## config.mk

```make
export PLATFORM = sky130hd
export DESIGN_NAME = vwd_dist
export DESIGN_NICKNAME = d
export VERILOG_FILES = /design/src/sv/vwd_pkg.sv /design/src/sv/vwd_dist.sv
export SDC_FILE = /design/constraint.sdc
export NUM_CORES = 2
export LEC_CHECK = 0
export CAP_MARGIN = 20
export CORE_MARGIN = 1
export CORE_UTILIZATION = 41
export CTS_BUF_LIST = sky130_fd_sc_hd__clkbuf_8
export DETAILED_ROUTE_END_ITERATION = 10
export DONT_BUFFER_PORTS = 1
export HOLD_SLACK_MARGIN = 0.08
export PLACE_DENSITY = 0.66
export SLEW_MARGIN = 15
export SYNTH_ARGS = -nofsm -noshare
export SYNTH_HDL_FRONTEND = slang
export SYNTH_SLANG_ARGS = --single-unit
```

## constraint.sdc

```tcl
create_clock -name clk -period 6.6 [get_ports clk]
set_input_delay 0.33 -clock clk [delete_from_list [all_inputs] [get_ports clk]]
set_output_delay 0.33 -clock clk [all_outputs]
set_load 0.02 [all_outputs]
```

## src/sv/vwd_pkg.sv

```systemverilog
// shared types and constants for the vertex weld dedup block
`default_nettype none

package vwd_pkg;

  localparam int COORD_W   = 18;
  localparam int TOL_W     = 12;
  localparam int TOLSQ_W   = 2 * TOL_W;
  localparam int IDX_W     = 10;
  localparam int AD_W      = COORD_W;
  localparam int SQ_W      = 2 * AD_W;
  localparam int SUM_W     = SQ_W + 2;
  localparam int FRAC_BITS = 12;

  // round(0.01 * 2^FRAC_BITS), saturated to the register range
  localparam int TOL_RAW   = ((1 << FRAC_BITS) + 50) / 100;
  localparam int TOL_MAX   = (1 << TOL_W) - 1;
  localparam logic [TOL_W-1:0] TOL_RESET = TOL_W'((TOL_RAW > TOL_MAX) ? TOL_MAX : TOL_RAW);

  typedef logic signed [COORD_W-1:0] coord_t;

  typedef struct packed {
    coord_t x;
    coord_t y;
    coord_t z;
  } vertex_t;

  typedef struct packed {
    logic issue;
    logic flush;
  } dist_ctl_t;

  typedef struct packed {
    logic valid;
    logic hit;
  } dist_res_t;

  typedef enum logic [1:0] {
    ST_IDLE,
    ST_SEARCH,
    ST_DONE
  } state_t;

endpackage

`default_nettype wire

```

## src/sv/vwd_dist.sv

```systemverilog
// pipelined squared distance and tolerance compare, one stored vertex per cycle
`default_nettype none

module vwd_dist (
  input  wire logic                        clk,
  input  wire logic                        rst_n,
  input  wire vwd_pkg::dist_ctl_t          ctl,
  input  wire vwd_pkg::vertex_t            ref_v,
  input  wire logic [vwd_pkg::TOLSQ_W-1:0] tol_sq,
  input  wire vwd_pkg::vertex_t            st_v,
  output vwd_pkg::dist_res_t               res
);

  logic [3:0]                 v_r;
  logic [3:0]                 v_nxt;
  logic [vwd_pkg::AD_W-1:0]   ad_r  [3];
  logic [vwd_pkg::AD_W-1:0]   ad_nxt [3];
  logic [vwd_pkg::SQ_W-1:0]   sq_r  [3];
  logic [vwd_pkg::SUM_W-1:0]  sum;
  logic                       hit_r;
  logic                       hit_nxt;

  function automatic logic [vwd_pkg::AD_W-1:0] abs_diff(vwd_pkg::coord_t a,
                                                         vwd_pkg::coord_t b);
    logic signed [vwd_pkg::COORD_W:0] d;
    logic signed [vwd_pkg::COORD_W:0] m;
    d = {a[vwd_pkg::COORD_W-1], a} - {b[vwd_pkg::COORD_W-1], b};
    m = d[vwd_pkg::COORD_W] ? -d : d;
    return m[vwd_pkg::AD_W-1:0];
  endfunction

  // valid bits: stage 0 lines up with the memory read data
  always_comb begin
    v_nxt = {v_r[2:0], ctl.issue};
    if (ctl.flush) begin
      v_nxt = '0;
    end
  end

  always_ff @(posedge clk) begin
    if (!rst_n) begin
      v_r <= '0;
    end else begin
      v_r <= v_nxt;
    end
  end

  always_comb begin
    ad_nxt[0] = abs_diff(ref_v.x, st_v.x);
    ad_nxt[1] = abs_diff(ref_v.y, st_v.y);
    ad_nxt[2] = abs_diff(ref_v.z, st_v.z);
  end

  assign sum = {2'b00, sq_r[0]} + {2'b00, sq_r[1]} + {2'b00, sq_r[2]};
  assign hit_nxt = sum < {{(vwd_pkg::SUM_W - vwd_pkg::TOLSQ_W){1'b0}}, tol_sq};

  always_ff @(posedge clk) begin
    for (int i = 0; i < 3; i++) begin
      ad_r[i] <= ad_nxt[i];
      sq_r[i] <= ad_r[i] * ad_r[i];
    end
    hit_r <= hit_nxt;
  end

  assign res.valid = v_r[3];
  assign res.hit   = hit_r;

endmodule

`default_nettype wire
```

==> impl_metrics.sql <==
INSERT INTO impl_metrics (metric_group, metric, value, unit) VALUES
('routing', 'detail_route.iter0.violations', '1153', ''),
('routing', 'drt-pass1-iter-count', '5', ''),
('hold_path', 'hold_class', 'input port to register', ''),
('floorplan', 'rows', '110', ''),
('floorplan', 'ios', '138', ''),
('clock_network', 'clkLatencyLatePin', '0.56', 'ns'),
('setup_path', 'arrival', '6.76', 'ns'),
('place', 'dpl.hpwl', '69.24', 'mm'),
('timing', 'slew_headroom', '0.3567', ''),
('timing', 'final_critical_path_required_period', '6.275', 'ns'),
('grt', 'global_route_usage_sum', '0.1807', ''),
('timing', 'postLayoutSetupSlackWorst', '0.3250', 'ns'),
('synthesis', 'synthesis.area_per_instance', '8.880', 'µm²'),
('clock_network', 'post_cts_buffers', '0', ''),
('grt', 'vias_in_the_first_global_route', '28520', ''),
('finish', 'share_of_final_layout_standard_cells_stronger_than_drive_strength_1', '0.03967', ''),
('routing', 'via_count', '26680', ''),
('routing', 'drcViolationCount', '0', ''),
('floorplan', 'fp.dieArea', '0.09220', 'mm²'),
('synthesis', 'yosys.cell_count.top_type', 'inv_1', ''),
('synthesis', 'yosys_most_used_dff', 'dfxtp_1', ''),
('timing', 'skew', '0.02592', 'ns'),
('routing', 'vias_per_cell', '4.929', ''),
('synthesis', 'yosys_warnings', '0', ''),
('place', 'routabilityCongestion', '0.9034', ''),
('clock_network', 'cts.htree.levels', '4', ''),
('clock_network', 'number_of_buffers_added_by_the_clock_tree_synthesis_step', '17', ''),
('synthesis', 'synth-edff-count', '0', ''),
('floorplan', 'initial_utilization', '0.4145', ''),
('finish', 'combined_flip_flop_and_latch_cell_area', '0.003303', 'mm²'),
('floorplan', 'die-height', '303.6', 'µm'),
('finish', 'filler_cell_count', '8887', ''),
('place', 'placedInstanceArea', '0.03904', 'mm²'),
('synthesis', 'portion_of_the_post_synthesis_area_used_by_sequential_elements', '0.08801', ''),
('routing', 'antenna_violation_net_count_after_detailed_routing', '0', ''),
('floorplan', 'core_region_area', '0.09001', 'mm²'),
('run', 'max_cap_violations', '0', ''),
('status', 'outcome', 'completed', ''),
('grt', 'grt_antenna_before_repair', '1', ''),
('clock_network', 'clk_pin_slew_worst_paths', '0.11', 'ns'),
('finish', 'area_occupied_by_multi_input_gates', '0.02961', 'mm²'),
('synthesis', 'synth_async_sr_flop_share', '0', ''),
('grt', 'grt_start_max_net_pins', '19', ''),
('place', 'port-buffer-count', '0', ''),
('finish', 'finalInstanceArea', '0.03970', 'mm²'),
('clock_network', 'clock-sinks', '164', ''),
('synthesis', 'synth.largest_area_cell', 'fa_1', ''),
('routing', 'finalWirelength', '78.78', 'mm'),
('synthesis', 'postSynthCellCount', '4201', ''),
('timing', 'timing.final.max_slew_violations', '0', ''),
('timing', 'fin_crit_share', '0.9508', ''),
('setup_path', 'worst_setup_path_start_kind', 'register', ''),
('grt', 'grt_pass1_wl', '136.5', 'mm'),
('timing', 'transition_time_of_the_tightest_slew_check_pin', '0.9382', 'ns'),
('synthesis', 'syn-cell-area', '0.03731', 'mm²'),
('finish', 'synthToLayoutAreaGrowth', '6.423', '%'),
('timing', 'setup-violations-final', '0', ''),
('floorplan', 'chipWidth', '303.6', 'µm'),
('place', 'setup_slack_placement', '0.06689', 'ns'),
('grt', 'grt_overflow_total', '0', ''),
('clock_network', 'clock_tree_from_tritoncts', 'done', ''),
('synthesis', 'ys_ff_latch', '164', ''),
('clock_network', 'clock_tree.buffer_depth', '2', ''),
('timing', 'max_freq', '159.4', 'MHz'),
('timing', 'timing.final.hold_violations', '0', ''),
('routing', 'avgRoutedWirePerCell', '14.55', 'µm'),
('synthesis', 'netlist_top_cells_count', 'inv_1, fa_1, ha_1', ''),
('setup_path', 'required', '7.08', 'ns'),
('synthesis', 'synth.area.top_cells', 'fa_1, ha_1, inv_1', ''),
('finish', 'design.final.nets', '5494', ''),
('setup_path', 'setup.worst_path.class', 'register to register', ''),
('setup_path', 'path_max_fanout', '12', ''),
('synthesis', 'synth.distinct_cells', '88', ''),
('synthesis', 'synthDominantCellAreaShare', '0.3703', ''),
('clock_network', 'clockRootBuffer', 'clkbuf_8', ''),
('setup_path', 'critical_path.endpoint_type', 'register', '');
==> path summary, 6_finish.rpt <==
| check | startpoint | end | slack (ns) | depth (start not counted) |
|---|---|---|---|---|
| worst max-delay path | ad_r[0][41] | sq_r[0][106] | 0.32 | 23 |
| worst min-delay path | ref_v[37] | ad_r[0][1] | 0.13 | 3 |
| worst max register to register | ad_r[0][41] | sq_r[0][106] | 0.32 | 23 |
| worst min register to register | v_r[0] | v_r[1] | 0.44 | 1 |
==> critical path: stages (launching register included) <==
cell      delay, ns
dfxtp_2        0.42
buf_4          0.25
and2_1         0.21
inv_1          0.07
fa_1           0.54
inv_1          0.06
fa_1           0.52
inv_1          0.05
fa_1           0.47
fa_1           0.54
inv_1          0.05
fa_1           0.48
inv_1          0.05
fa_1           0.47
inv_1          0.04
ha_1           0.35
nand4_1        0.14
o22ai_2        0.20
a22oi_1        0.15
o21a_1         0.25
o21ai_1        0.23
o31ai_1        0.14
o311ai_1       0.32
xor2_1         0.20
==> layout by cell type (no fill, tap or decap), types with 38 or more instances in the layout <==
| cell | Yosys | final |
|---|---|---|
| a21o_1 | 73 | 73 |
| a21oi_1 | 155 | 153 |
| and2_1 | 187 | 187 |
| buf_4 | 2 | 80 |
| dfxtp_1 | 164 | 148 |
| fa_1 | 690 | 690 |
| ha_1 | 446 | 446 |
| inv_1 | 1105 | 1105 |
| nand2_1 | 368 | 368 |
| nor2_1 | 142 | 142 |
| nor2b_1 | 38 | 38 |
| o21a_1 | 39 | 39 |
| o21ai_0 | 65 | 65 |
| o21ai_1 | 46 | 46 |
| xnor2_1 | 151 | 151 |
| xor2_1 | 61 | 61 |
==> timing repair <==
item,CTS,global route
hold buffers,10,0
setup endpoints to repair,0,22
gates resized for setup,0,31
hold endpoints to repair,7,0
==> metrics by stage <==
stage	hold WS (ns)	cells	setup TNS (ns)	utilization
4_1_cts	0.09743	5411	0	0.4398
3_3_place_gp	0.4144	5369	0	0.4338
2_1_floorplan	0.4041	4202	0	-
3_5_place_dp	0.4150	5369	0	0.4338
5_1_grt	0.1475	5412	-0.04348	0.4410
6_report	0.1272	5414	0	0.4411
==> sequential cells by signal, summed over array words and instances, names as in the netlist <==
signal / cells
ad_r: 54
hit_r: 1
sq_r: 105
v_r: 4
==> final cells by class <==
type	count	area share
Tap cell	1176	0.03706
Sequential cell	164	0.08320
Clock buffer	17	0.005893
Timing Repair Buffer	92	0.01822
Multi-Input combinational cell	2841	0.7457
Inverter	1106	0.1046
Antenna cell	3	0.0001891
Clock inverter	15	0.005168
==> cells by family (layout without fill, tap and decap cells) <==
logic type / Yosys count / after routing / share of synthesized area
buf+inv: 1197 / 1230 / 0.1207
fa+ha+maj: 1136 / 1136 / 0.5199
simple gates: 925 / 925 / 0.1207
compound gates: 551 / 551 / 0.09686
xor+xnor: 212 / 212 / 0.04977
flops: 164 / 164 / 0.08801
mux: 14 / 14 / 0.003924
other cells: 2 / 6 / 0.0002013
==> layer usage <==
metal,track usage,part of all wire
met1,0.2304,0.44
met2,0.3229,0.50
met3,0.02267,0.033
met4,0.04462,0.020
met5,0,0
Power is left out: the tool's default activity adds up to more than one toggle a clock period on the data nets, which glitch-free logic cannot reach.
